<file path="config.mk">
export PLATFORM = sky130hd
export DESIGN_NAME = presence_detector_avg_dwell
export DESIGN_NICKNAME = d
export VERILOG_FILES = /design/src/pdad_pkg.sv /design/src/presence_detector_avg_dwell.sv /design/src/pdad_ram.sv /design/src/pdad_window.sv /design/src/pdad_presence.sv
export SDC_FILE = /design/constraint.sdc
export NUM_CORES = 2
export LEC_CHECK = 0
export ABC_AREA = 1
export BUFFER_PORTS_ARGS = -buffer_cell sky130_fd_sc_hd__buf_4
export CAP_MARGIN = 20
export CORE_MARGIN = 8
export CORE_UTILIZATION = 30
export CTS_BUF_LIST = sky130_fd_sc_hd__clkbuf_4 sky130_fd_sc_hd__clkbuf_8 sky130_fd_sc_hd__clkbuf_16
export DETAILED_ROUTE_END_ITERATION = 8
export PLACE_DENSITY_LB_ADDON = 0.3
export REMOVE_ABC_BUFFERS = 1
export SETUP_SLACK_MARGIN = 0.1
export SYNTH_ARGS = -nofsm -noshare
export SYNTH_HDL_FRONTEND = slang
export SYNTH_SLANG_ARGS = --single-unit
</file>
<file path="constraint.sdc">
create_clock -name clk -period 8.2 [get_ports clk]
set_input_delay 2.05 -clock clk [delete_from_list [all_inputs] [get_ports clk]]
set_output_delay 2.05 -clock clk [all_outputs]
set_load 0.01 [all_outputs]
</file>
<file path="src/pdad_pkg.sv">
// shared constants, types and event codes for the presence detector
// no dependencies

package pdad_pkg;

  localparam int WINDOW_DEPTH  = 100;
  localparam int SAMPLE_BITS   = 12;
  localparam int IDX_BITS      = $clog2(WINDOW_DEPTH);
  localparam int CNT_BITS      = $clog2(WINDOW_DEPTH + 1);
  localparam int THR_BITS      = 12;
  localparam int SUM_BITS      = 19;
  localparam int TIME_BITS     = 32;
  localparam int PARK_S_BITS   = 12;
  localparam int MS_PER_S      = 1000;
  localparam int PARK_MS_BITS  = 22;
  localparam int INTERVAL_BITS = 16;
  localparam int CFG_IDX_BITS  = 2;
  localparam int CFG_DATA_BITS = 16;

  localparam logic [CFG_IDX_BITS-1:0] CFG_THRESHOLD = 2'd0;
  localparam logic [CFG_IDX_BITS-1:0] CFG_PARK_TIME = 2'd1;
  localparam logic [CFG_IDX_BITS-1:0] CFG_DUMMY     = 2'd2;

  localparam logic [THR_BITS-1:0]      THRESHOLD_RESET = 12'd50;
  localparam logic [PARK_MS_BITS-1:0]  PARK_MS_RESET   = 22'd5000;
  localparam logic [INTERVAL_BITS-1:0] INTERVAL_RESET  = 16'd0;

  typedef enum logic [1:0] {
    EV_NONE        = 2'd0,
    EV_DWELL_START = 2'd1,
    EV_PARKED      = 2'd2,
    EV_UNPARKED    = 2'd3
  } event_t;

  typedef struct packed {
    logic                  valid;
    logic                  dummy;
    logic [TIME_BITS-1:0]  now;
    logic [SUM_BITS-1:0]   sum;
    logic [CNT_BITS-1:0]   count;
    logic [SUM_BITS-1:0]   thr_cnt;
  } win_res_t;

endpackage

</file>
<file path="src/presence_detector_avg_dwell.sv">
// top level of the parking presence detector
// depends on pdad_pkg, pdad_window and pdad_presence

// Takes one item per clock and gives one result per item. At the edge that accepts an
// item the old sample at its write slot is fetched from the 100-entry sample memory and
// the item is registered; the update stage (running sum, threshold test, dwell timer)
// then works on it and loads the output register, from which the result is offered,
// when the output can advance. Throughput is set by the single read and single write
// port of the sample memory, each used at most once per item; the input stalls only while a
// result waits on the output. The sample memory is not cleared after reset; an entry's
// old value is only used once the ring is full. Configuration writes are taken at any
// time.

module presence_detector_avg_dwell (
  input  logic        clk,
  input  logic        rst,
  input  logic        s_axis_tvalid,
  output logic        s_axis_tready,
  input  logic [47:0] s_axis_tdata,   // distance_cm, now_ms, zero fill
  output logic        m_axis_tvalid,
  input  logic        m_axis_tready,
  output logic [31:0] m_axis_tdata,   // parked, event_res, window_sum, sample_count, zero fill
  input  logic        cfg_valid,
  output logic        cfg_ready,
  input  logic [pdad_pkg::CFG_IDX_BITS-1:0]  cfg_index,
  input  logic [pdad_pkg::CFG_DATA_BITS-1:0] cfg_data
);
  import pdad_pkg::*;

  logic [THR_BITS-1:0]      threshold;
  logic [PARK_MS_BITS-1:0]  park_ms;
  logic [INTERVAL_BITS-1:0] interval;

  logic                     adv;
  logic                     take;
  win_res_t                 res;
  logic                     parked;
  event_t                   ev;

  logic                     out_valid;
  logic                     out_parked;
  event_t                   out_ev;
  logic [SUM_BITS-1:0]      out_sum;
  logic [CNT_BITS-1:0]      out_count;

  assign cfg_ready = 1'b1;

  always_ff @(posedge clk) begin
    if (rst) begin
      threshold <= THRESHOLD_RESET;
      park_ms   <= PARK_MS_RESET;
      interval  <= INTERVAL_RESET;
    end else if (cfg_valid) begin
      case (cfg_index)
        CFG_THRESHOLD: threshold <= cfg_data[THR_BITS-1:0];
        CFG_PARK_TIME: park_ms   <= PARK_MS_BITS'(cfg_data[PARK_S_BITS-1:0] * MS_PER_S);
        CFG_DUMMY:     interval  <= cfg_data[INTERVAL_BITS-1:0];
        default: ;
      endcase
    end
  end

  assign adv           = !out_valid || m_axis_tready;
  assign s_axis_tready = adv;
  assign take          = s_axis_tvalid && adv;

  pdad_window u_window (
    .clk         (clk),
    .rst         (rst),
    .take        (take),
    .adv         (adv),
    .distance_cm (s_axis_tdata[11:0]),
    .now_ms      (s_axis_tdata[43:12]),
    .dummy_mode  (interval != '0),
    .threshold   (threshold),
    .res         (res)
  );

  pdad_presence u_presence (
    .clk      (clk),
    .rst      (rst),
    .fire     (res.valid && adv),
    .res      (res),
    .park_ms  (park_ms),
    .interval (interval),
    .parked   (parked),
    .ev       (ev)
  );

  always_ff @(posedge clk) begin
    if (rst) begin
      out_valid <= 1'b0;
    end else if (adv) begin
      out_valid <= res.valid;
    end
  end

  always_ff @(posedge clk) begin
    if (adv) begin
      out_parked <= parked;
      out_ev     <= ev;
      out_sum    <= res.sum;
      out_count  <= res.count;
    end
  end

  assign m_axis_tvalid = out_valid;
  assign m_axis_tdata  = {3'b000, out_count, out_sum, out_ev, out_parked};

endmodule

</file>
<file path="src/pdad_ram.sv">
// generic single-write, single-read ram with registered read data
// no dependencies

module pdad_ram #(
  parameter int WIDTH = 8,
  parameter int DEPTH = 16,
  localparam int ADDR_BITS = (DEPTH > 1) ? $clog2(DEPTH) : 1
) (
  input  logic                 clk,
  input  logic                 wr_en,
  input  logic [ADDR_BITS-1:0] wr_addr,
  input  logic [WIDTH-1:0]     wr_data,
  input  logic                 rd_en,
  input  logic [ADDR_BITS-1:0] rd_addr,
  output logic [WIDTH-1:0]     rd_data
);

  logic [WIDTH-1:0] mem [DEPTH];

  always_ff @(posedge clk) begin
    if (wr_en) begin
      mem[wr_addr] <= wr_data;
    end
    if (rd_en) begin
      rd_data <= mem[rd_addr];
    end
  end

endmodule

</file>
<file path="src/pdad_window.sv">
// sample ring, fill count and running sum over the held samples
// depends on pdad_pkg and pdad_ram

module pdad_window (
  input  logic                            clk,
  input  logic                            rst,
  input  logic                            take,
  input  logic                            adv,
  input  logic [pdad_pkg::SAMPLE_BITS-1:0] distance_cm,
  input  logic [pdad_pkg::TIME_BITS-1:0]   now_ms,
  input  logic                            dummy_mode,
  input  logic [pdad_pkg::THR_BITS-1:0]    threshold,
  output pdad_pkg::win_res_t               res
);
  import pdad_pkg::*;

  logic [IDX_BITS-1:0]    write_index;
  logic [CNT_BITS-1:0]    held_count;
  logic [SUM_BITS-1:0]    running_sum;
  logic [SUM_BITS-1:0]    sum_next;
  logic                   full0;
  logic [CNT_BITS-1:0]    cnt_new;

  logic                   p1_valid;
  logic                   p1_dummy;
  logic [IDX_BITS-1:0]    p1_idx;
  logic                   p1_full;
  logic [SAMPLE_BITS-1:0] p1_sample;
  logic [TIME_BITS-1:0]   p1_now;
  logic [CNT_BITS-1:0]    p1_count;
  logic [SUM_BITS-1:0]    p1_thr_cnt;
  logic [SAMPLE_BITS-1:0] old_sample;
  logic                   fire;

  assign full0   = held_count >= CNT_BITS'(WINDOW_DEPTH);
  assign cnt_new = full0 ? held_count : held_count + CNT_BITS'(1);
  assign fire    = p1_valid && adv;

  pdad_ram #(
    .WIDTH (SAMPLE_BITS),
    .DEPTH (WINDOW_DEPTH)
  ) u_ring (
    .clk     (clk),
    .wr_en   (fire && !p1_dummy),
    .wr_addr (p1_idx),
    .wr_data (p1_sample),
    .rd_en   (take && !dummy_mode),
    .rd_addr (write_index),
    .rd_data (old_sample)
  );

  always_ff @(posedge clk) begin
    if (rst) begin
      write_index <= '0;
      held_count  <= '0;
    end else if (take && !dummy_mode) begin
      held_count <= cnt_new;
      if (write_index == IDX_BITS'(WINDOW_DEPTH - 1)) begin
        write_index <= '0;
      end else begin
        write_index <= write_index + IDX_BITS'(1);
      end
    end
  end

  always_ff @(posedge clk) begin
    if (rst) begin
      p1_valid <= 1'b0;
    end else if (adv) begin
      p1_valid <= take;
    end
  end

  always_ff @(posedge clk) begin
    if (adv) begin
      p1_dummy   <= dummy_mode;
      p1_idx     <= write_index;
      p1_full    <= full0;
      p1_sample  <= distance_cm;
      p1_now     <= now_ms;
      p1_count   <= dummy_mode ? held_count : cnt_new;
      p1_thr_cnt <= SUM_BITS'(threshold) * SUM_BITS'(cnt_new);
    end
  end

  assign sum_next = running_sum - (p1_full ? SUM_BITS'(old_sample) : '0)
                    + SUM_BITS'(p1_sample);

  always_ff @(posedge clk) begin
    if (rst) begin
      running_sum <= '0;
    end else if (fire && !p1_dummy) begin
      running_sum <= sum_next;
    end
  end

  always_comb begin
    res.valid   = p1_valid;
    res.dummy   = p1_dummy;
    res.now     = p1_now;
    res.sum     = p1_dummy ? running_sum : sum_next;
    res.count   = p1_count;
    res.thr_cnt = p1_thr_cnt;
  end

endmodule

</file>
<file path="src/pdad_presence.sv">
// dwell timer, presence flag and test-mode toggling
// depends on pdad_pkg

module pdad_presence (
  input  logic                              clk,
  input  logic                              rst,
  input  logic                              fire,
  input  pdad_pkg::win_res_t                res,
  input  logic [pdad_pkg::PARK_MS_BITS-1:0]  park_ms,
  input  logic [pdad_pkg::INTERVAL_BITS-1:0] interval,
  output logic                              parked,
  output pdad_pkg::event_t                  ev
);
  import pdad_pkg::*;

  logic                 presence_flag;
  logic                 dwell_active;
  logic [TIME_BITS-1:0] dwell_start_ms;
  logic                 toggle_started;
  logic [TIME_BITS-1:0] toggle_start_ms;

  logic                 presence_flag_next;
  logic                 dwell_active_next;
  logic [TIME_BITS-1:0] dwell_start_ms_next;
  logic [TIME_BITS-1:0] toggle_start_ms_next;
  logic [TIME_BITS-1:0] toggle_base;
  logic                 empty;
  event_t               ev_next;

  assign empty       = res.sum > res.thr_cnt;
  assign toggle_base = toggle_started ? toggle_start_ms : res.now;

  always_comb begin
    presence_flag_next   = presence_flag;
    dwell_active_next    = dwell_active;
    dwell_start_ms_next  = dwell_start_ms;
    toggle_start_ms_next = toggle_start_ms;
    ev_next              = EV_NONE;
    if (res.dummy) begin
      toggle_start_ms_next = toggle_base;
      if ((res.now - toggle_base) > TIME_BITS'(interval)) begin
        presence_flag_next   = !presence_flag;
        toggle_start_ms_next = res.now;
        ev_next              = EV_UNPARKED;
      end
    end else begin
      if (empty) begin
        if (presence_flag || dwell_active) begin
          presence_flag_next  = 1'b0;
          dwell_active_next   = 1'b0;
          dwell_start_ms_next = '0;
          ev_next             = EV_UNPARKED;
        end
      end else if (!dwell_active) begin
        dwell_active_next   = 1'b1;
        dwell_start_ms_next = res.now;
        ev_next             = EV_DWELL_START;
      end
      if (dwell_active_next && !presence_flag_next &&
          (res.now - dwell_start_ms_next) >= TIME_BITS'(park_ms)) begin
        presence_flag_next = 1'b1;
        ev_next            = EV_PARKED;
      end
    end
  end

  always_ff @(posedge clk) begin
    if (rst) begin
      presence_flag   <= 1'b0;
      dwell_active    <= 1'b0;
      dwell_start_ms  <= '0;
      toggle_started  <= 1'b0;
      toggle_start_ms <= '0;
    end else if (fire) begin
      presence_flag   <= presence_flag_next;
      dwell_active    <= dwell_active_next;
      dwell_start_ms  <= dwell_start_ms_next;
      toggle_start_ms <= toggle_start_ms_next;
      if (res.dummy) begin
        toggle_started <= 1'b1;
      end
    end
  end

  assign parked = presence_flag_next;
  assign ev     = ev_next;

endmodule
</file>
==> impl_results.md <==
- First-pass GRT wire length: 305000 um
- Starting Density: 30.2%
- Grt total ovfl: 0
- Synthesis-to-finish area growth: 16.7%
- Count of cell types in the netlist: 58
- Post-synth ARST share: 0%
- CTS tree: built
- Sink Count: 1469
- Power per Cell Area: 264 nW/um^2
- Most common cell in the synthesized netlist: edfxtp_1
- Critical path class: register to register
- Worst slack, placed: -0.132 ns
- N_diodes: 0
- Worst-path clk slew: 0.06 ns
- GP Congestion: 0.856
- Endpoints failing setup: 0
- 1st-pass router iterations: 6
- Type of the tightest min-delay check: register to register
- CTS Buffer Depth: 3
- Number of placed I/O pins: 106
- Die area: 247000 um^2
- Pin count of the biggest net entering global routing: 175
- Crit-path slowest cell: edfxtp_1
- Ratio of cells with drive above 1 in the final layout: 11.8%
- Fin crit share: 92.4%
- Crit-path max FO: 8
- Final WL: 203000 um
- Ys flop type: edfxtp_1
- Critical path data required time: 8.67 ns
- Nets: 7287
- Final count of pins violating max slew: 0
- Max stage delay on crit path: 0.46 ns
- Initial antenna violation count: 5
- Root buffer cell: clkbuf_16
- CP arrival: 8.04 ns
- Register area share after synthesis: 61.3%
- PnR worst setup slack: 0.626 ns
- I/O Buffers: 97
- Top cell type by total area after synthesis: edfxtp_1
- Cts bufs inserted: 155
- Max Fclk: 132 MHz
- Detailed placement HPWL: 130000 um
- Maximum vdd drop: 0.211 mV
- Setup TNS: 0 ns
- Worst Setup Start Kind: register
- Core box area: 230000 um^2
- Top post-synthesis cells by area: edfxtp_1 (57%), o21ai_0 (6.1%), nand2_1 (5.7%)
- Syn. warnings: 0
- Row count: 176
- Final ANT Viol Nets: 0
- Worst-margin pin slew: 1.09 ns
- Min cycle time layout: 7.57 ns
- Post-synth EDFFs: 1320
- Worst-skew pair later-pin latency: 0.80 ns
- Clock Skew: 0.0613 ns
- GRT Util Overall: 15.7%
- Starting DRT DRC Count: 4749
- Flops & latches, synth: 1469
- Syn Std Cell Area: 69500 um^2
- P_leak: 30.5 nW
- Vias in the first global route: 48190
- Drt drc: 0
- CP Capture Type: register
- Die W: 497 um
- Final core occ: 35.2%
- Via Count: 50262
- Status: finished, final reports clean
- Final Hold Fails: 0
- Slew margin rel.: 27.4%
- Synth Instances: 6634
- Syn Area/Cell: 10.5 um^2
- Die outline height: 497 um
- Wire length per cell: 20.2 um
- H-tree depth: 4
- Max Cap Viol: 0
- Commonest cells in the netlist: edfxtp_1 (1320), nand2_1 (1064), nor2_1 (897)
- Yosys top cell area share: 57.0%
- DR vias/cell: 5.00
==> path summary, 6_finish.rpt <==
path / start / endpoint / slack (ns) / cells after the start
max reg2reg: u_window.p1_full / out_ev[1] / 0.63 / 51
max: u_window.p1_full / out_ev[1] / 0.63 / 51
min reg2reg: u_window.p1_count[0] / out_count[0] / 0.41 / 0
min: u_window.p1_count[0] / out_count[0] / 0.41 / 0
==> flip-flops by register name (all words and copies together), names as in the netlist, 12 cells and up <==
name,count
threshold,12
u_window.u_ring.mem,1200
u_window.p1_now,32
interval,16
u_window.running_sum,19
u_window.p1_thr_cnt,19
u_presence.dwell_start_ms,32
park_ms,19
u_window.p1_sample,12
out_sum,19
u_window.u_ring.rd_data,12
u_presence.toggle_start_ms,32
==> routing by layer <==
layer	wire length (um)	global-route usage, %
met5	0	0
met3	12600	2.15
met4	4520	3.81
met1	91900	22.2
met2	94000	25.4
==> placed cells by master, fill, tap and decap left out, types with 9 or more instances in the layout <==
cell type,Yosys,routed
buf_6,3,19
clkinv_1,8,29
o211ai_1,52,52
nor2_1,897,880
a21oi_1,245,233
nand4_1,66,66
o21ai_2,1,12
nor2_2,16,29
inv_2,9,12
bufinv_16,0,11
a21o_1,11,10
a22o_1,24,24
nor3_1,23,21
xnor2_1,20,19
dfxtp_1,149,146
ha_1,221,215
nand2_1,1064,1053
nand3_1,154,151
buf_4,8,403
clkbuf_16,0,155
clkinv_2,0,22
nand2_2,7,16
fa_1,101,99
xor2_1,58,51
a221oi_1,23,23
o22ai_1,297,297
edfxtp_1,1320,1320
a21oi_2,0,11
a211oi_1,15,13
o21ai_0,841,807
clkinv_16,0,9
o21ai_1,7,29
clkbuf_4,0,39
inv_1,578,572
==> through the flow <==
step / instances / hold slack [ns] / cell area [um^2] / power [mW]
detailed placement: 9755 / 0.406 / 75400 / 14.1
finish: 10043 / 0.414 / 81100 / 21.4
CTS: 10036 / 0.413 / 80600 / 21.2
global placement: 9734 / 0.406 / 75200 / 14.1
floorplan: 6303 / 0.400 / 68200 / 11.9
global route: 10043 / 0.426 / 81100 / 22.5
==> worst max-delay path: cells and delay by family, from the launching register on <==
kind	cells	cell delay [ns]
compound gates	14	1.98
xor+xnor	2	0.28
fa+ha+maj	6	1.73
buf+inv	11	1.18
flops	1	0.46
simple gates	18	1.65
==> final cells by class <==
cell class	instances	area [um^2]
Multi-Input combinational cell	4239	23800
Tap cell	3026	3790
Clock buffer	195	4190
Timing Repair Buffer	434	3470
Inverter	595	2250
Sequential cell	1469	42600
Clock inverter	85	1000
Fill cell	22696	149000
==> report_power, final <==
group / total [mW] / switching [mW] / internal (mW)
logic: 5.88 / 3.57 / 2.31
clock network: 7.10 / 3.08 / 4.03
registers: 8.42 / 0.0965 / 8.32
==> logic make-up (layout without fill, tap and decap cells) <==
group	count (synthesis)	in the layout	synth area share, %
AND/OR/NAND/NOR	2259	2259	13.0
AO/OA/AOI/OAI	1576	1576	12.7
flip-flops	1469	1469	61.3
buffers and inverters	928	1309	5.15
adder cells (fa/ha/maj)	322	322	6.88
XOR/XNOR	78	78	0.982
other	2	4	0.0108
==> repair_timing <==
item / in CTS / in global routing
gates resized for setup: 9 / 128
endpoints found under the setup margin: 4 / 4
pin swaps: 2 / 26
hold buffers: 0 / 0
buffers inserted: 1 / 5
No activity file was read; power rests on OpenSTA's default activity.
